## config.mk

```make
export PLATFORM = sky130hd
export DESIGN_NAME = base64_encoder_line_wrap_unit_flat
export DESIGN_NICKNAME = d
export VERILOG_FILES = /design/src/rtl/b64lw_pkg.sv /design/src/rtl/b64lw_if.sv /design/src/rtl/b64lw_out_queue.sv /design/src/rtl/base64_encoder_line_wrap_unit.sv /design/src/flat_wrapper.sv
export SDC_FILE = /design/constraint.sdc
export NUM_CORES = 1
export LEC_CHECK = 0
export ABC_AREA = 1
export BUFFER_PORTS_ARGS = -buffer_cell sky130_fd_sc_hd__buf_4
export CELL_PAD_IN_SITES_DETAIL_PLACEMENT = 1
export CELL_PAD_IN_SITES_GLOBAL_PLACEMENT = 1
export CORE_MARGIN = 2
export CORE_UTILIZATION = 47
export CTS_CLUSTER_SIZE = 28
export DETAILED_ROUTE_END_ITERATION = 12
export MAX_ROUTING_LAYER = met4
export PLACE_DENSITY_LB_ADDON = 0.1
export RECOVER_POWER = 100
export REMOVE_ABC_BUFFERS = 1
export SLEW_MARGIN = 20
export SYNTH_ARGS = -nofsm -noshare
export SYNTH_HDL_FRONTEND = slang
export SYNTH_SLANG_ARGS = --single-unit
```

## constraint.sdc

```tcl
create_clock -name clock -period 3.17 [get_ports clock]
set_clock_uncertainty 0.2 [all_clocks]
set_input_delay 0.4755 -clock clock [delete_from_list [all_inputs] [get_ports clock]]
set_output_delay 0.4755 -clock clock [all_outputs]
set_load 0.01 [all_outputs]
```

## src/rtl/b64lw_pkg.sv

```systemverilog
// b64lw_pkg: shared types, constants and the alphabet function of the base64 line-wrap encoder
// no dependencies

package b64lw_pkg;

   localparam int MAX_CHARS  = 5;
   localparam int GROUP_SYMS = 4;
   localparam int CHAR_W     = 7;
   localparam int COUNT_W    = $clog2(MAX_CHARS + 1);

   localparam logic [CHAR_W-1:0] CHAR_NEWLINE = 7'd10;
   localparam logic [CHAR_W-1:0] CHAR_PAD     = 7'd61;
   localparam logic [CHAR_W-1:0] CHAR_UPPER_A = 7'd65;
   localparam logic [CHAR_W-1:0] CHAR_LOWER_A = 7'd97;
   localparam logic [CHAR_W-1:0] CHAR_DIGIT_0 = 7'd48;
   localparam logic [CHAR_W-1:0] CHAR_PLUS    = 7'd43;
   localparam logic [CHAR_W-1:0] CHAR_SLASH   = 7'd47;

   typedef logic [CHAR_W-1:0] char_type;

   typedef struct packed {
      char_type ch;
      logic     last;
   } slot_type;

   // one encoded group handed to the output queue
   typedef struct packed {
      logic                      valid;
      logic                      newline;
      logic                      last;
      char_type [GROUP_SYMS-1:0] syms;
   } load_type;

   typedef struct packed {
      logic empty;
      logic last_one;
   } queue_status_type;

   function automatic char_type sym(input logic [5:0] v);
      char_type r;
      if (v < 6'd26) begin
         r = CHAR_UPPER_A + {1'b0, v};
      end else if (v < 6'd52) begin
         r = CHAR_LOWER_A + {1'b0, v - 6'd26};
      end else if (v < 6'd62) begin
         r = CHAR_DIGIT_0 + {1'b0, v - 6'd52};
      end else if (v == 6'd62) begin
         r = CHAR_PLUS;
      end else begin
         r = CHAR_SLASH;
      end
      return r;
   endfunction

endpackage

```

## src/rtl/b64lw_if.sv

```systemverilog
// b64lw_req_if, b64lw_rsp_if: valid/ready channels of the base64 line-wrap encoder
// no dependencies

interface b64lw_req_if;
   logic       valid;
   logic       ready;
   logic [7:0] data_byte;
   logic       last_byte;

   modport source (output valid, data_byte, last_byte, input ready);
   modport sink   (input valid, data_byte, last_byte, output ready);
endinterface

interface b64lw_rsp_if;
   logic       valid;
   logic       ready;
   logic [6:0] out_char;
   logic       last_char;

   modport source (output valid, out_char, last_char, input ready);
   modport sink   (input valid, out_char, last_char, output ready);
endinterface

```

## src/rtl/b64lw_out_queue.sv

```systemverilog
// b64lw_out_queue: shift queue that holds one encoded group and sends one char per cycle while popped
// depends on b64lw_pkg

module b64lw_out_queue (
   input  logic                        clock,
   input  logic                        reset,
   input  b64lw_pkg::load_type         load,
   input  logic                        pop,
   output b64lw_pkg::slot_type         head,
   output logic                        head_valid,
   output b64lw_pkg::queue_status_type status
);

   b64lw_pkg::slot_type [b64lw_pkg::MAX_CHARS-1:0] slots_ff, slots_in;
   logic [b64lw_pkg::COUNT_W-1:0]                  cnt_ff, cnt_in;

   always_comb begin
      slots_in = slots_ff;
      cnt_in   = cnt_ff;
      if (load.valid) begin
         slots_in = '0;
         if (load.newline) begin
            slots_in[0].ch   = b64lw_pkg::CHAR_NEWLINE;
            slots_in[0].last = 1'b0;
            for (int i = 0; i < b64lw_pkg::GROUP_SYMS; i++) begin
               slots_in[i+1].ch   = load.syms[i];
               slots_in[i+1].last = 1'b0;
            end
            slots_in[b64lw_pkg::GROUP_SYMS].last = load.last;
            cnt_in = b64lw_pkg::COUNT_W'(b64lw_pkg::GROUP_SYMS + 1);
         end else begin
            for (int i = 0; i < b64lw_pkg::GROUP_SYMS; i++) begin
               slots_in[i].ch   = load.syms[i];
               slots_in[i].last = 1'b0;
            end
            slots_in[b64lw_pkg::GROUP_SYMS-1].last = load.last;
            cnt_in = b64lw_pkg::COUNT_W'(b64lw_pkg::GROUP_SYMS);
         end
      end else if (pop && cnt_ff != '0) begin
         for (int i = 0; i < b64lw_pkg::MAX_CHARS - 1; i++) begin
            slots_in[i] = slots_ff[i+1];
         end
         slots_in[b64lw_pkg::MAX_CHARS-1] = '0;
         cnt_in = cnt_ff - b64lw_pkg::COUNT_W'(1);
      end
   end

   always_ff @(posedge clock) begin
      if (reset) begin
         cnt_ff <= '0;
      end else begin
         cnt_ff <= cnt_in;
      end
   end

   always_ff @(posedge clock) begin
      slots_ff <= slots_in;
   end

   assign head            = slots_ff[0];
   assign head_valid      = (cnt_ff != '0);
   assign status.empty    = (cnt_ff == '0);
   assign status.last_one = (cnt_ff == b64lw_pkg::COUNT_W'(1));

endmodule

```

## src/rtl/base64_encoder_line_wrap_unit.sv

```systemverilog
// base64_encoder_line_wrap_unit: top level, byte grouping, base64 symbol lookup, line counting
// depends on b64lw_pkg, b64lw_if, b64lw_out_queue
//
//   channel   dir   payload                  handshake
//   req_chan  in    data_byte[7:0], last_byte valid/ready
//   rsp_chan  out   out_char[6:0], last_char  valid/ready
//   csr_*     in    csr_wr_data (line breaks) csr_wr_en
//
// a byte that does not close a group is always taken
// a closing byte is taken once the output queue is empty or sends its last char that cycle
// a group of up to 3 bytes leaves as 4 chars, 5 with a newline, one per cycle while rsp_chan is ready
// synchronous active-high reset clears held bytes, line count, queue and csr
// a stalled rsp_chan holds its char; bytes that do not close a group are still taken

module base64_encoder_line_wrap_unit #(
   parameter int GROUPS_PER_LINE = 19
) (
   input  logic              clock,
   input  logic              reset,
   b64lw_req_if.sink         req_chan,
   b64lw_rsp_if.source       rsp_chan,
   input  logic              csr_wr_en,
   input  logic              csr_wr_data
);

   localparam int GolW = $clog2(GROUPS_PER_LINE + 1);

   logic [15:0]     held_bytes_ff, held_bytes_in;
   logic [1:0]      held_count_ff, held_count_in;
   logic [GolW-1:0] gol_ff, gol_in;
   logic            line_breaks_ff;

   b64lw_pkg::load_type         load;
   b64lw_pkg::slot_type         head;
   b64lw_pkg::queue_status_type q_status;
   logic                        head_valid;
   logic                        pop;
   logic                        q_free;
   logic                        completes;
   logic                        accept;
   logic                        wrap;
   logic [7:0]                  b0, b1, b2;

   assign pop       = head_valid && rsp_chan.ready;
   assign q_free    = q_status.empty || (q_status.last_one && rsp_chan.ready);
   assign completes = req_chan.last_byte || (held_count_ff >= 2'd2);
   assign req_chan.ready = !completes || q_free;
   assign accept    = req_chan.valid && req_chan.ready;
   assign wrap      = (gol_ff >= GolW'(GROUPS_PER_LINE));

   always_comb begin
      b0 = req_chan.data_byte;
      b1 = 8'd0;
      b2 = 8'd0;
      unique case (held_count_ff)
         2'd0: begin
            b0 = req_chan.data_byte;
         end
         2'd1: begin
            b0 = held_bytes_ff[15:8];
            b1 = req_chan.data_byte;
         end
         default: begin
            b0 = held_bytes_ff[15:8];
            b1 = held_bytes_ff[7:0];
            b2 = req_chan.data_byte;
         end
      endcase
   end

   always_comb begin
      load.valid   = accept && completes;
      load.newline = wrap && line_breaks_ff;
      load.last    = req_chan.last_byte;
      load.syms[0] = b64lw_pkg::sym(b0[7:2]);
      load.syms[1] = b64lw_pkg::sym({b0[1:0], b1[7:4]});
      load.syms[2] = (held_count_ff != 2'd0) ? b64lw_pkg::sym({b1[3:0], b2[7:6]})
                                             : b64lw_pkg::CHAR_PAD;
      load.syms[3] = (held_count_ff >= 2'd2) ? b64lw_pkg::sym(b2[5:0])
                                             : b64lw_pkg::CHAR_PAD;
   end

   always_comb begin
      held_bytes_in = held_bytes_ff;
      held_count_in = held_count_ff;
      gol_in        = gol_ff;
      if (accept) begin
         if (completes) begin
            held_bytes_in = '0;
            held_count_in = 2'd0;
            if (req_chan.last_byte) begin
               gol_in = '0;
            end else if (wrap) begin
               gol_in = GolW'(1);
            end else begin
               gol_in = gol_ff + GolW'(1);
            end
         end else if (held_count_ff == 2'd0) begin
            held_bytes_in = {req_chan.data_byte, 8'd0};
            held_count_in = 2'd1;
         end else begin
            held_bytes_in = {held_bytes_ff[15:8], req_chan.data_byte};
            held_count_in = 2'd2;
         end
      end
   end

   always_ff @(posedge clock) begin
      if (reset) begin
         held_bytes_ff  <= '0;
         held_count_ff  <= 2'd0;
         gol_ff         <= '0;
         line_breaks_ff <= 1'b0;
      end else begin
         held_bytes_ff <= held_bytes_in;
         held_count_ff <= held_count_in;
         gol_ff        <= gol_in;
         if (csr_wr_en) begin
            line_breaks_ff <= csr_wr_data;
         end
      end
   end

   b64lw_out_queue u_out_queue (
      .clock      (clock),
      .reset      (reset),
      .load       (load),
      .pop        (pop),
      .head       (head),
      .head_valid (head_valid),
      .status     (q_status)
   );

   assign rsp_chan.valid     = head_valid;
   assign rsp_chan.out_char  = head.ch;
   assign rsp_chan.last_char = head.last;

endmodule

```

## src/flat_wrapper.sv

```systemverilog
// flat-port wrapper written by rule: the top's interface ports become plain ports
module base64_encoder_line_wrap_unit_flat 
#(
   parameter int GROUPS_PER_LINE = 19
)
  (clock, reset, csr_wr_en, csr_wr_data, req_chan_valid, req_chan_data_byte, req_chan_last_byte, req_chan_ready, rsp_chan_valid, rsp_chan_out_char, rsp_chan_last_char, rsp_chan_ready);
  b64lw_req_if req_chan_i ();
  b64lw_rsp_if rsp_chan_i ();
  input  logic clock;
  input  logic reset;
  input  logic csr_wr_en;
  input  logic csr_wr_data;
  input wire logic [$bits(req_chan_i.valid)-1:0] req_chan_valid;
  input wire logic [$bits(req_chan_i.data_byte)-1:0] req_chan_data_byte;
  input wire logic [$bits(req_chan_i.last_byte)-1:0] req_chan_last_byte;
  output wire logic [$bits(req_chan_i.ready)-1:0] req_chan_ready;
  output wire logic [$bits(rsp_chan_i.valid)-1:0] rsp_chan_valid;
  output wire logic [$bits(rsp_chan_i.out_char)-1:0] rsp_chan_out_char;
  output wire logic [$bits(rsp_chan_i.last_char)-1:0] rsp_chan_last_char;
  input wire logic [$bits(rsp_chan_i.ready)-1:0] rsp_chan_ready;
  assign req_chan_i.valid = req_chan_valid;
  assign req_chan_i.data_byte = req_chan_data_byte;
  assign req_chan_i.last_byte = req_chan_last_byte;
  assign req_chan_ready = req_chan_i.ready;
  assign rsp_chan_valid = rsp_chan_i.valid;
  assign rsp_chan_out_char = rsp_chan_i.out_char;
  assign rsp_chan_last_char = rsp_chan_i.last_char;
  assign rsp_chan_i.ready = rsp_chan_ready;
  base64_encoder_line_wrap_unit #(.GROUPS_PER_LINE(GROUPS_PER_LINE)) u_core (.clock(clock), .reset(reset), .req_chan(req_chan_i), .rsp_chan(rsp_chan_i), .csr_wr_en(csr_wr_en), .csr_wr_data(csr_wr_data));
endmodule
```

=== Yosys cells after proc, flatten, opt, wreduce, memory -nomap -nowiden ===
Cells that the tools add are included.

* Word-level logic and storage cells: 111
* Register bits after elaboration: 67
* Input port bits: 15
* Output and inout port bits: 10

* Multiplexer cells: 34
* Order comparisons: 14
* Reductions and logical operators: 19
* Add/sub/neg operators: 22
* Eq/ne operators: 6

{| class="wikitable"
|+ Operators by type and width
! cell !! number
|-
| $mux W7 || 14
|-
| $mux W40 || 2
|-
| $add A7 B6 Y7 const A || 8
|-
| $lt A6 B6 Y1 const B || 8
|-
| $mux W16 || 2
|-
| $mux W32 || 1
|-
| $add A6 B6 Y7 const A || 4
|-
| $eq A6 B6 Y1 const B || 4
|-
| $lt A6 B5 Y1 const B || 4
|-
| $mux W8 || 3
|-
| $sub A6 B5 Y6 const B || 4
|-
| $sub A6 B6 Y6 const B || 4
|-
| $mux W3 || 6
|-
| $pmux W8 S2 || 1
|-
| $mux W5 || 2
|-
| $logic_and A1 B1 Y1 || 6
|-
| $reduce_bool A2 Y1 || 3
|-
| $add A5 B1 Y5 const B || 1
|-
| $ge A5 B5 Y1 const B || 1
|-
| $mux W2 || 2
|-
| $reduce_and A2 Y1 || 2
|-
| $eq A3 B1 Y1 const B || 1
|-
| $logic_not A3 Y1 || 1
|-
| $logic_or A1 B1 Y1 || 3
|-
| other kinds (8) || 8
|}

=== Longest topological paths before layout ===
Gate-level depths: netlist of the first run.

* Depth in word-level cells: 11
* Gate-level depth with buffers: 18

=== Modules after synthesis ===
From an unflattened synthesis of the first run, not the netlist that was laid out.

* Cell total of the unflattened synthesis: 741
* Area, all modules: 5,521.5 um^2

{| class="wikitable"
|+ Modules (own cells, without submodules)
! module !! area each (um^2) !! instances !! cells each !! seq. area each (um^2)
|-
| base64_encoder_line_wrap_unit || 3,395.8 || 1 || 547 || 480.5
|-
| b64lw_out_queue || 2,125.8 || 1 || 194 || 1,261.2
|}

=== Least setup slack after synthesis of the first run ===
OpenSTA, ideal clock, no wires.

* Path type: register -> register
* Start point: reg u_core.u_out_queue.cnt_ff[0] (netlist bit)
* End point: reg u_core.u_out_queue.slots_ff, in the netlist u_core.u_out_queue.head[0], enable pin
* Setup slack: 298 ps
* Period minus slack after synthesis: 2,872 ps
* Cell stages (with the launch flop): 10
* Data arrival time: 2,141 ps
* Required time: 2,439 ps
* Setup time: 531 ps
* Path buffers: 2
* Cell sequence: dfxtp_1 -> inv_1 -> ha_1 -> nand2_1 -> nand2_1 -> o21a_1 -> nand2_1 -> buf_2 -> buf_2 -> nand2_1

* Elaborated cells between the ends (all ways): 11

{| class="wikitable"
|+ RTL lines
! what !! line !! text
|-
| start: declaration || b64lw_out_queue.sv:15 || <nowiki>logic [b64lw_pkg::COUNT_W-1:0] cnt_ff, cnt_in;</nowiki>
|-
| start signal: assignment || b64lw_out_queue.sv:52 || <nowiki>cnt_ff <= cnt_in;</nowiki>
|-
| $reduce_bool A3 Y1 (*) || b64lw_out_queue.sv:61 || <nowiki>assign head_valid = (cnt_ff != '0);</nowiki>
|-
| net rsp_chan_valid || flat_wrapper.sv:17 || <nowiki>output wire logic [$bits(rsp_chan_i.valid)-1:0] rsp_chan_valid;</nowiki>
|-
| $logic_and A1 B1 Y1 || base64_encoder_line_wrap_unit.sv:44 || <nowiki>assign pop = head_valid && rsp_chan.ready;</nowiki>
|-
| $logic_and A1 B1 Y1 (*) || b64lw_out_queue.sv:39 || <nowiki>end else if (pop && cnt_ff != '0) begin</nowiki>
|-
| $reduce_bool A2 Y1 (no source line) (*) || -- ||
|-
| end signal: assignment || b64lw_out_queue.sv:57 || <nowiki>slots_ff <= slots_in;</nowiki>
|-
| end: declaration || b64lw_out_queue.sv:14 || <nowiki>b64lw_pkg::slot_type [b64lw_pkg::MAX_CHARS-1:0] slots_ff, slots_in;</nowiki>
|}

The timed path passes the listed nets; every way through them passes the cells marked *.
A chain may end at the register's enable or synchronous reset.

=== Final worst setup path of the first run ===
* Start point: reg u_core.held_count_ff[1]
* End point: reg u_core.u_out_queue.slots_ff[21] (netlist bit), enable pin

* Cells in the longest elaborated chain, start to end: 7

{| class="wikitable"
|+ RTL lines
! what !! line !! text
|-
| start: declaration || base64_encoder_line_wrap_unit.sv:29 || <nowiki>logic [1:0] held_count_ff, held_count_in;</nowiki>
|-
| start signal: assignment || base64_encoder_line_wrap_unit.sv:116 || <nowiki>held_count_ff <= held_count_in;</nowiki>
|-
| $ge A2 B2 Y1 (*) || base64_encoder_line_wrap_unit.sv:46 || <nowiki>assign completes = req_chan.last_byte || (held_count_ff >= 2'd2);</nowiki>
|-
| $logic_or A1 B1 Y1 (*) || base64_encoder_line_wrap_unit.sv:46 ||
|-
| $logic_not A1 Y1 || base64_encoder_line_wrap_unit.sv:47 || <nowiki>assign req_chan.ready = !completes || q_free;</nowiki>
|-
| $logic_or A1 B1 Y1 || base64_encoder_line_wrap_unit.sv:47 ||
|-
| $logic_and A1 B1 Y1 || base64_encoder_line_wrap_unit.sv:48 || <nowiki>assign accept = req_chan.valid && req_chan.ready;</nowiki>
|-
| $logic_and A1 B1 Y1 (*) || base64_encoder_line_wrap_unit.sv:72 || <nowiki>load.valid = accept && completes;</nowiki>
|-
| $reduce_bool A2 Y1 (no source line) (*) || -- ||
|}

Mark *: on every way between the ends. The rest lies on a longest branch, timed or not.

==> implementation parameters, run 1 <==
Parameter                              Value

Timing
  Number of max-slew violations in the final report    0
  Peak clock frequency supported by timing    337.6 MHz
  Final critical-path share of the clock period    93.44%
  Final hold vios    0
  Worst hold slack    0.1113 ns
  Final number of setup-violating endpoints    0
  Max transition margin    23.87%
  Setup TNS    0 ns
  Worst-Margin Slew    1.142 ns
  Minimum period implied by the final worst setup slack    2.962 ns
  Unrepaired setup endpoints after global routing    false

Critical path
  Category of the worst setup path launch point    flop
  Number of cell instances on the worst register-to-register path    8
  Worst R2R End    u_core.u_out_queue.slots_ff[21]$_DFFE_PP_
  Category of the most critical setup path    reg2reg
  Worst R2R Start    u_core.held_count_ff[1]$_SDFFE_PP0P_
  Worst reg2reg setup slack    0.21 ns
  Critical path data arrival time    2.77 ns
  Crit path capture type    flop
  Required time of the critical path    2.98 ns
  Critical path fanouts, max    40

Route
  Number of optimization iterations in the first detailed-route pass    4
  Vias per std cell    5.469
  Violation count after the first detailed-route iteration    256
  Total detailed-routing wirelength    16,330 um
  Vias after detailed routing    4,993
  Per-cell routed wire length    17.89 um
  DRC violation count after routing    0
  Residual antenna-violating net count after detailed routing    0

Run
  Max-cap violation count    0

Power
  Reported leakage power    2.727 nW
  Peak VDD IR    0.0003882 V
  Total power after layout    3.733 mW
  Power density over the cells    614.4 nW/um^2

Die
  Number of ports placed on the die boundary    25
  Chip width    112.3 um
  Area of the core    11,420 um^2
  Die ar.    12,600 um^2
  Starting density of the core    48.24%
  Die height    112.3 um
  Std-Cell Rows    39

Cells and area
  Ant. Diodes    0
  Most frequent standard cell in the layout excluding fill and tap cells    nand2_1
  Most frequent cells in the layout    nand2_1, nand3_1, inv_1
  Net count, final    817
  Count of filler cells inserted in the layout    1,463
  Count of non-filler cells in the finished layout    913
  Area used by multi-input combinational logic    3241 um^2
  Synthesis-to-layout area growth    10.31%
  Final Core Density    53.21%
  Sequential cell area    1743 um^2
  Share of post-route cells with drive strength above 1    15.45%

Synthesis
  Library cells used by synthesis    48
  Cell count after synthesis    748
  Largest cells by area after synthesis    edfxtp_1, nand2_1, dfxtp_1
  Cell type with the largest total area after synthesis    edfxtp_1
  Fraction of the yosys area taken by sequential cells    31.62%
  Flop and latch count out of synthesis    67
  Share of synthesized flip-flops with an asynchronous set or reset    0%
  Top_reg_cell synth    edfxtp_1
  Yosys top cell area share    21.81%
  Avg Inst Size Synth    7.363 um^2
  Post-Syn Area    5508 um^2
  Warnings, synthesis    0
  Number of enable flip-flop cells after synthesis    40

Place
  Cell total after placement    897
  Routability congestion estimate    0.9019
  Post-DP HPWL    12,490 um
  Total of buffers placed on input and output ports    24

Global route
  Global-route wire length before repair    26,870 um
  Overall global routing resource usage    27.65%
  Residual overflow from global routing    0
  Antenna violations before repair    0
  Largest net degree at the start of global routing    41
  Via count of the first global-routing pass    5,310

CTS
  Total clock buffers created by CTS    9
  H-tree levels    3
  Clock Tree Root    clkbuf_16
  Clock transition at the registers of the reported paths    0.06 ns
  Insertion delay to the later sink of the worst-skew pair    0.34 ns
  Post-CTS Setup Inserts    0
  Max Buffers Root-to-Sink    2
  CTS sink count    67
  CTS tree    yes

Min path
  Hold path endpoint    u_core.line_breaks_ff$_SDFFE_PP0P_
  WHS Path Cells    2
  Min-delay worst type    in2reg
  Launch point of the worst hold path    csr_wr_en

Run status
  Outcome    finished clean
-- Yosys cell counts, types with 2 or more instances --
cell type  instances
nand2_1          209
nand3_1           85
inv_1             72
edfxtp_1          40
ha_1              37
nor2_1            37
a21oi_1           31
dfxtp_1           27
nand2_2           25
o21ai_0           24
xor2_1            22
inv_2             17
o211ai_1          13
nand2_4           11
buf_4             10
nand3_2           10
buf_2              8
o21ai_1            6
a31oi_1            5
a22oi_1            4
buf_6              4
clkbuf_1           4
a211oi_1           3
nand4_1            3
nor2_2             3
nor2_4             3
nor3_1             3
o21ai_2            3
a21oi_2            2
clkinv_1           2
nor2_8             2
o211ai_2           2
o21a_1             2
o21ai_4            2
o221ai_1           2
o31ai_1            2
xnor2_1            2
-- per-layer routing --
| layer | track usage [%] | share of wire [%] | wire length [um] | vias up |
|---|---|---|---|---|
| li1 | - | - | - | 2489 |
| met1 | 34.40 | 46 | 7534 | 2409 |
| met2 | 46.91 | 50 | 8108 | 74 |
| met3 | 3.510 | 2.4 | 395 | 21 |
| met4 | 8.862 | 1.8 | 291 | 0 |
| met5 | - | 0 | 0 | - |
-- per-stage QoR --
stage          cell area [um^2]  setup WS, ns
6_report                   6076        0.2081
5_1_grt                    6076       0.02517
4_1_cts                    6136        0.1907
3_5_place_dp               5771        0.1968
3_3_place_gp               5771        0.3221
2_1_floorplan              5329       -0.5038
-- kinds of logic (layout without fill, tap and decap cells) --
logic type,after synthesis,after routing,synth area share [%]
buffers and inverters,118,140,9.450
AND/OR/NAND/NOR,396,396,34.39
AO/OA/AOI/OAI,106,106,12.31
adder cells (fa/ha/maj),37,37,8.405
XOR/XNOR,24,24,3.816
flip-flops,67,67,31.62
-- worst max-delay path: stages, from the launching register on --
cell and delay [ns]:
dfxtp_1 0.31, buf_4 0.18, buf_4 0.22, nor2_1 0.28, o21a_1 0.20, nand2_1 0.08, clkbuf_2 0.50, nand2_1 0.24
clkbuf_8 0.38
-- flip-flops by register name, indices dropped and copies added, names as in the netlist --
register	flops
u_core.u_out_queue.cnt_ff	3
u_core.held_count_ff	2
u_core.gol_ff	5
u_core.line_breaks_ff	1
u_core.u_out_queue.head	8
u_core.u_out_queue.slots_ff	32
u_core.held_bytes_ff	16
-- layout make-up --
class	count	area share (%)
Timing Repair Buffer	33	3.398
Tap cell	143	2.945
Sequential cell	67	28.69
Multi-Input combinational cell	563	53.34
Clock buffer	10	3.769
Inverter	91	5.622
Clock inverter	6	2.245
-- report_power, final --
group          switching, mW  leakage (nW)  internal (mW)  total, mW
Sequential            0.0661         0.611           1.18       1.25
Clock                  0.404         0.173          0.851       1.26
Combinational          0.844          1.94          0.385       1.23
-- worst max path at each step --
stage / startpoint / to
after floorplan: u_core.held_count_ff[1]$_SDFFE_PP0P_ / u_core.u_out_queue.head[0]$_SDFFCE_PP0P_
after global placement: u_core.held_count_ff[1]$_SDFFE_PP0P_ / u_core.u_out_queue.slots_ff[27]$_DFFE_PP_
after detailed placement: u_core.held_count_ff[1]$_SDFFE_PP0P_ / u_core.u_out_queue.slots_ff[27]$_DFFE_PP_
after CTS: u_core.held_count_ff[1]$_SDFFE_PP0P_ / u_core.u_out_queue.slots_ff[27]$_DFFE_PP_
after global routing: u_core.held_count_ff[1]$_SDFFE_PP0P_ / u_core.u_out_queue.slots_ff[10]$_DFFE_PP_
final: u_core.held_count_ff[1]$_SDFFE_PP0P_ / u_core.u_out_queue.slots_ff[21]$_DFFE_PP_
-- what timing repair did --
action,CTS,global route
gates resized for setup,0,2
setup endpoints to repair,0,4
hold buffers,0,0
Power figures use the tool's default switching activity.
==> run 2: changes to the inputs <==
Settings changed: MAX_ROUTING_LAYER met4 to default.
Clock period 3.17 ns to 3.1 ns, I/O delays scaled along.
==> run 2 against run 1 <==
Effect of this change:
- total power shrank 4.0%
- count of clock-buffer cells in the layout up 2
- die area did not move
- critical endpoint is now u_core.u_out_queue.slots_ff[20]$_DFFE_PP_
==> implementation parameters, run 2 (synthesis results as in run 1) <==
Parameter                              Value

Critical path
  Critical path fanouts, max    8 (was 40)
  Worst R2R End    u_core.u_out_queue.slots_ff[20]$_DFFE_PP_ (was u_core.u_out_queue.slots_ff[21]$_DFFE_PP_)
  Worst R2R Start    u_core.held_count_ff[0]$_SDFFE_PP0P_ (was u_core.held_count_ff[1]$_SDFFE_PP0P_)
  Required time of the critical path    3.11 ns (was 2.98 ns)
  Critical path data arrival time    2.86 ns (was 2.77 ns)
  Crit path capture type    flop (unchanged)
  Category of the most critical setup path    reg2reg (unchanged)
  Number of cell instances on the worst register-to-register path    13 (was 8)
  Worst reg2reg setup slack    0.25 ns (was 0.21 ns)
  Category of the worst setup path launch point    flop (unchanged)

Route
  Total detailed-routing wirelength    16,390 um (was 16,330 um)
  Vias after detailed routing    5,016 (was 4,993)
  Per-cell routed wire length    17.91 um (was 17.89 um)
  DRC violation count after routing    0 (unchanged)
  Number of optimization iterations in the first detailed-route pass    4 (unchanged)
  Vias per std cell    5.482 (was 5.469)
  Violation count after the first detailed-route iteration    290 (was 256)
  Residual antenna-violating net count after detailed routing    0 (unchanged)

Cells and area
  Largest register FFs    32 (unchanged)
  Fin area    6012 um^2 (was 6076 um^2)
  Most frequent cells in the layout    nand2_1, nand3_1, inv_1 (unchanged)
  Ant. Diodes    0 (unchanged)
  Share of post-route cells with drive strength above 1    14.90% (was 15.45%)
  Net count, final    819 (was 817)
  Largest register by flop count    u_core.u_out_queue.slots_ff (unchanged)
  Synthesis-to-layout area growth    9.155% (was 10.31%)
  Most frequent standard cell in the layout excluding fill and tap cells    nand2_1 (unchanged)
  Count of filler cells inserted in the layout    1,496 (was 1,463)
  Count of non-filler cells in the finished layout    915 (was 913)

Place
  Total of buffers placed on input and output ports    24 (unchanged)
  Post-DP HPWL    12,230 um (was 12,490 um)
  Cell total after placement    899 (was 897)
  Routability congestion estimate    0.9014 (was 0.9019)
  Worst-case setup slack after placement    0.2718 ns (was 0.1968 ns)
  Instance area after placement    5798 um^2 (was 5771 um^2)

Timing
  Final number of setup-violating endpoints    0 (unchanged)
  Worst-Margin Slew    1.085 ns (was 1.142 ns)
  Number of max-slew violations in the final report    0 (unchanged)
  Peak clock frequency supported by timing    350.3 MHz (was 337.6 MHz)
  Unrepaired setup endpoints after global routing    false (unchanged)
  Max transition margin    27.66% (was 23.87%)
  Final critical-path share of the clock period    92.08% (was 93.44%)
  Minimum period implied by the final worst setup slack    2.855 ns (was 2.962 ns)
  Crit path setup slack, layout    0.2455 ns (was 0.2081 ns)
  Final hold vios    0 (unchanged)

Power
  Internal    2.253 mW (was 2.418 mW)
  Switching power summed over all nets    1.329 mW (was 1.315 mW)
  Combinational fraction of design power    35.4% (was 32.9%)
  Reported leakage power    2.708 nW (was 2.727 nW)
  Fraction of power spent switching nets    37.11% (was 35.22%)
  Clock share of power    28.8% (was 33.6%)
  Power density over the cells    595.8 nW/um^2 (was 614.4 nW/um^2)
  Fraction of power consumed by sequential logic    35.7% (was 33.4%)
  Peak VDD IR    0.0003804 V (was 0.0003882 V)

Global route
  Largest net degree at the start of global routing    41 (unchanged)
  Residual overflow from global routing    0 (unchanged)
  Global-route wire length before repair    27,120 um (was 26,870 um)
  Via count of the first global-routing pass    5,228 (was 5,310)
  Overall global routing resource usage    26.97% (was 27.65%)
  Antenna violations before repair    0 (unchanged)

CTS
  H-tree levels    3 (unchanged)
  Post-CTS Setup Inserts    0 (unchanged)
  # hold bufs at CTS    0 (unchanged)
  CTS tree    yes (unchanged)
  Clock transition at the registers of the reported paths    0.06 ns (about the same)
  Post-cts resize count    0 (unchanged)
  CTS sink count    67 (unchanged)
  Max Buffers Root-to-Sink    2 (unchanged)
  Insertion delay to the later sink of the worst-skew pair    0.34 ns (about the same)
  Total clock buffers created by CTS    9 (unchanged)
  Clock Tree Root    clkbuf_16 (unchanged)

Min path
  Min-delay worst type    in2reg (unchanged)
  Launch point of the worst hold path    csr_wr_en (unchanged)
  Hold path endpoint    u_core.line_breaks_ff$_SDFFE_PP0P_ (unchanged)
  WHS Path Cells    2 (unchanged)

Die
  Starting density of the core    48.24% (unchanged)
  Number of ports placed on the die boundary    25 (unchanged)
  Area of the core    11,420 um^2 (unchanged)
  Std-Cell Rows    39 (unchanged)
  Die ar.    12,600 um^2 (unchanged)
  Chip width    112.3 um (unchanged)
  Die height    112.3 um (unchanged)

Run status
  Outcome    finished clean (unchanged)

Run
  Max-cap violation count    0 (unchanged)
## run 2: layout make-up
cell class	count	area, um^2	area share (%)
multi-input cells	563	3226	53.65
clock inverters	4	51.30	0.8533
flip-flops and latches	67	1744	29.01
well taps	143	178.9	2.976
repair buffers	35	224.0	3.725
clock buffers	12	246.5	4.100
inverters	91	341.6	5.682
## run 2: critical path, cell delays in order, from the launching register on
cell	delay, ns
dfxtp_2	0.42
buf_4	0.22
nand3_1	0.16
nand2_4	0.15
inv_1	0.10
ha_1	0.20
nand2_1	0.10
nand2_1	0.09
a21oi_2	0.29
inv_1	0.18
o21ai_0	0.18
o21bai_1	0.23
nand2_1	0.10
nand3_1	0.10
## run 2: through the flow
stage               setup TNS (ns)  total power, mW  hold WS (ns)  util (%)
CTS                              0            3.672        0.1032     53.39
global route                     0            3.811        0.1170     52.65
finish                           0            3.582        0.1107     52.65
global placement                 0            2.557        0.2505     50.78
detailed placement               0            2.614        0.2556     50.78
floorplan                   -25.72            2.145        0.2349         -
## run 2: worst max path at each step
stage                                          from                                        end  slack (ns)  cells after the start
2_1_floorplan  u_core.held_count_ff[1]$_SDFFE_PP0P_   u_core.u_out_queue.head[0]$_SDFFCE_PP0P_       -0.57                      4
3_3_place_gp   u_core.held_count_ff[1]$_SDFFE_PP0P_  u_core.u_out_queue.slots_ff[14]$_DFFE_PP_        0.35                     13
3_5_place_dp   u_core.held_count_ff[1]$_SDFFE_PP0P_  u_core.u_out_queue.slots_ff[13]$_DFFE_PP_        0.27                     16
4_1_cts        u_core.held_count_ff[1]$_SDFFE_PP0P_  u_core.u_out_queue.slots_ff[14]$_DFFE_PP_        0.24                     13
5_1_grt        u_core.held_count_ff[1]$_SDFFE_PP0P_  u_core.u_out_queue.slots_ff[20]$_DFFE_PP_        0.05                     14
6_report       u_core.held_count_ff[0]$_SDFFE_PP0P_  u_core.u_out_queue.slots_ff[20]$_DFFE_PP_        0.25                     13
## run 2: layer usage
| layer | vias up | track usage [%] | part of all wire (%) |
|---|---|---|---|
| li1 | 2491 | - | - |
| met1 | 2417 | 34.53 | 45 |
| met2 | 83 | 46.79 | 49 |
| met3 | 25 | 4.536 | 3.6 |
| met4 | 0 | 8.211 | 2.2 |
| met5 | - | 0 | 0 |
## run 2: power by group through the flow
stage          logic (mW)  clock network, mW  registers [mW]
6_report             1.27               1.03            1.28
5_1_grt              1.43               1.09            1.30
4_1_cts              1.34               1.06            1.28
3_5_place_dp         1.32                  0            1.30
3_3_place_gp         1.27                  0            1.29
2_1_floorplan       0.833                  0            1.31
==> run 3: changes to the inputs <==
Clock period 3.1 ns to 2.81 ns, I/O delays scaled along.
==> run 3 against run 2 <==
Effect of this change:
- sequential power up 10%
- final cell count increased by 0.44%
- count of clock-buffer cells in the layout unchanged
- sequential cell count did not move
- largest cell class unchanged
- die area is the same
- first-iteration DRC count fell by 19%
==> implementation parameters, run 3 (synthesis results as in run 1) <==
Parameter                              Value

Run status
  Outcome    finished clean (unchanged)

Cells and area
  Fin area    6051 um^2 (was 6012 um^2)
  Area used by multi-input combinational logic    3224 um^2 (was 3226 um^2)
  Sequential cell area    1744 um^2 (unchanged)
  Most frequent standard cell in the layout excluding fill and tap cells    nand2_1 (unchanged)
  Net count, final    823 (was 819)
  Largest register FFs    32 (unchanged)
  Ant. Diodes    0 (unchanged)
  Final Core Density    52.99% (was 52.65%)
  Largest register by flop count    u_core.u_out_queue.slots_ff (unchanged)
  Count of filler cells inserted in the layout    1,494 (was 1,496)
  Share of post-route cells with drive strength above 1    15.85% (was 14.90%)
  Synthesis-to-layout area growth    9.859% (was 9.155%)
  Most frequent cells in the layout    nand2_1, nand3_1, inv_1 (unchanged)

Critical path
  Worst reg2reg setup slack    0.16 ns (was 0.25 ns)
  Critical path data arrival time    2.53 ns (was 2.86 ns)
  Required time of the critical path    2.69 ns (was 3.11 ns)
  Worst R2R Start    u_core.held_count_ff[1]$_SDFFE_PP0P_ (was u_core.held_count_ff[0]$_SDFFE_PP0P_)
  Category of the most critical setup path    reg2reg (unchanged)
  Crit path capture type    flop (unchanged)
  Critical path fanouts, max    29 (was 8)
  Number of cell instances on the worst register-to-register path    11 (was 13)
  Worst R2R End    u_core.u_out_queue.slots_ff[18]$_DFFE_PP_ (was u_core.u_out_queue.slots_ff[20]$_DFFE_PP_)
  Category of the worst setup path launch point    flop (unchanged)

CTS
  # hold bufs at CTS    0 (unchanged)
  Max Buffers Root-to-Sink    2 (unchanged)
  Clock transition at the registers of the reported paths    0.06 ns (about the same)
  H-tree levels    3 (unchanged)
  Total clock buffers created by CTS    9 (unchanged)
  CTS sink count    67 (unchanged)
  Post-CTS Setup Inserts    0 (unchanged)
  Clock Tree Root    clkbuf_16 (unchanged)
  Post-cts resize count    0 (unchanged)
  CTS tree    yes (unchanged)
  Insertion delay to the later sink of the worst-skew pair    0.33 ns (was 0.34 ns)

Timing
  Crit path setup slack, layout    0.1588 ns (was 0.2455 ns)
  Peak clock frequency supported by timing    377.2 MHz (was 350.3 MHz)
  Setup TNS    0 ns (unchanged)
  Worst hold slack    0.06829 ns (was 0.1107 ns)
  Number of max-slew violations in the final report    0 (unchanged)
  Max transition margin    24.06% (was 27.66%)
  Unrepaired setup endpoints after global routing    false (unchanged)
  Final number of setup-violating endpoints    0 (unchanged)
  Worst-Margin Slew    1.139 ns (was 1.085 ns)
  Final critical-path share of the clock period    94.35% (was 92.08%)
  Minimum period implied by the final worst setup slack    2.651 ns (was 2.855 ns)
  Final hold vios    0 (unchanged)

Die
  Area of the core    11,420 um^2 (unchanged)
  Starting density of the core    48.24% (unchanged)
  Number of ports placed on the die boundary    25 (unchanged)
  Die height    112.3 um (unchanged)
  Die ar.    12,600 um^2 (unchanged)
  Chip width    112.3 um (unchanged)
  Std-Cell Rows    39 (unchanged)

Route
  Vias after detailed routing    5,008 (was 5,016)
  DRC violation count after routing    0 (unchanged)
  Total detailed-routing wirelength    16,000 um (was 16,390 um)
  Number of optimization iterations in the first detailed-route pass    5 (was 4)
  Violation count after the first detailed-route iteration    236 (was 290)
  Residual antenna-violating net count after detailed routing    0 (unchanged)
  Per-cell routed wire length    17.41 um (was 17.91 um)
  Vias per std cell    5.449 (was 5.482)

Global route
  Busiest layer in global routing    met2 (unchanged)
  Met1 GRT Util    34.48% (was 34.53%)
  Overall global routing resource usage    26.42% (was 26.97%)
  Met3 track demand over resource in global routing    3.510% (was 4.536%)
  Residual overflow from global routing    0 (unchanged)
  Via count of the first global-routing pass    5,275 (was 5,228)
  Met2 demand-to-capacity share in global routing    45.78% (was 46.79%)
  Antenna violations before repair    0 (unchanged)
  Global-route wire length before repair    26,550 um (was 27,120 um)
  Largest net degree at the start of global routing    41 (unchanged)

Min path
  Min-delay worst type    in2reg (unchanged)
  Launch point of the worst hold path    csr_wr_en (unchanged)
  WHS Path Cells    2 (unchanged)
  Hold path endpoint    u_core.line_breaks_ff$_SDFFE_PP0P_ (unchanged)

Power
  Peak VDD IR    0.0004361 V (was 0.0003804 V)
  Reported leakage power    2.698 nW (was 2.708 nW)
  Power density over the cells    653.0 nW/um^2 (was 595.8 nW/um^2)

Place
  Instance area after placement    5828 um^2 (was 5798 um^2)
  Routability congestion estimate    0.9291 (was 0.9014)
  Total of buffers placed on input and output ports    24 (unchanged)
  Post-DP HPWL    12,400 um (was 12,230 um)
  Worst-case setup slack after placement    0.02653 ns (was 0.2718 ns)

Run
  Max-cap violation count    0 (unchanged)
==> run 3: per-stage QoR <==
stage	instances	power [mW]
global placement	903	2.832
floorplan	721	2.366
global route	919	4.188
finish	919	3.951
detailed placement	903	2.892
CTS	919	4.029
==> run 3: cell type report <==
cell class	instances	share of cell area [%]
well taps	143	2.957
multi-input cells	563	53.29
clock inverters	4	0.8478
clock buffers	12	3.908
inverters	91	5.687
flip-flops and latches	67	28.83
repair buffers	39	4.487
==> run 3: worst max-delay path by stage <==
| stage | slack [ns] | from | to | cells past startpoint |
|---|---|---|---|---|
| finish | 0.16 | u_core.held_count_ff[1]$_SDFFE_PP0P_ | u_core.u_out_queue.slots_ff[18]$_DFFE_PP_ | 11 |
| global route | 0.02 | u_core.held_count_ff[1]$_SDFFE_PP0P_ | u_core.u_out_queue.slots_ff[18]$_DFFE_PP_ | 11 |
| CTS | 0.03 | u_core.held_count_ff[1]$_SDFFE_PP0P_ | u_core.u_out_queue.slots_ff[13]$_DFFE_PP_ | 12 |
| detailed placement | 0.03 | req_chan_data_byte[4] | u_core.u_out_queue.slots_ff[11]$_DFFE_PP_ | 14 |
| global placement | 0.12 | req_chan_data_byte[4] | u_core.u_out_queue.slots_ff[13]$_DFFE_PP_ | 12 |
| floorplan | -0.86 | u_core.held_count_ff[1]$_SDFFE_PP0P_ | u_core.u_out_queue.head[0]$_SDFFCE_PP0P_ | 4 |
==> run 3: report_power, final <==
group | internal (mW) | switching (mW) | total (mW)
clock network | 0.690 | 0.440 | 1.13
registers | 1.34 | 0.0709 | 1.41
logic | 0.456 | 0.958 | 1.41
==> run 3: routing by layer <==
| layer | wire length [um] | vias to the layer above |
|---|---|---|
| met3 | 416 | 17 |
| met4 | 363 | 0 |
| li1 | - | 2500 |
| met2 | 7743 | 76 |
| met1 | 7479 | 2415 |
| met5 | 0 | - |
==> run 3: critical path: stages, from the launching register on <==
cell,delay [ns]
dfxtp_2,0.37
buf_12,0.20
nand2_1,0.11
nand2_4,0.16
inv_1,0.12
ha_1,0.26
nor2_2,0.26
inv_2,0.12
nand3_1,0.10
o211ai_1,0.20
a22oi_1,0.20
o21ai_1,0.08
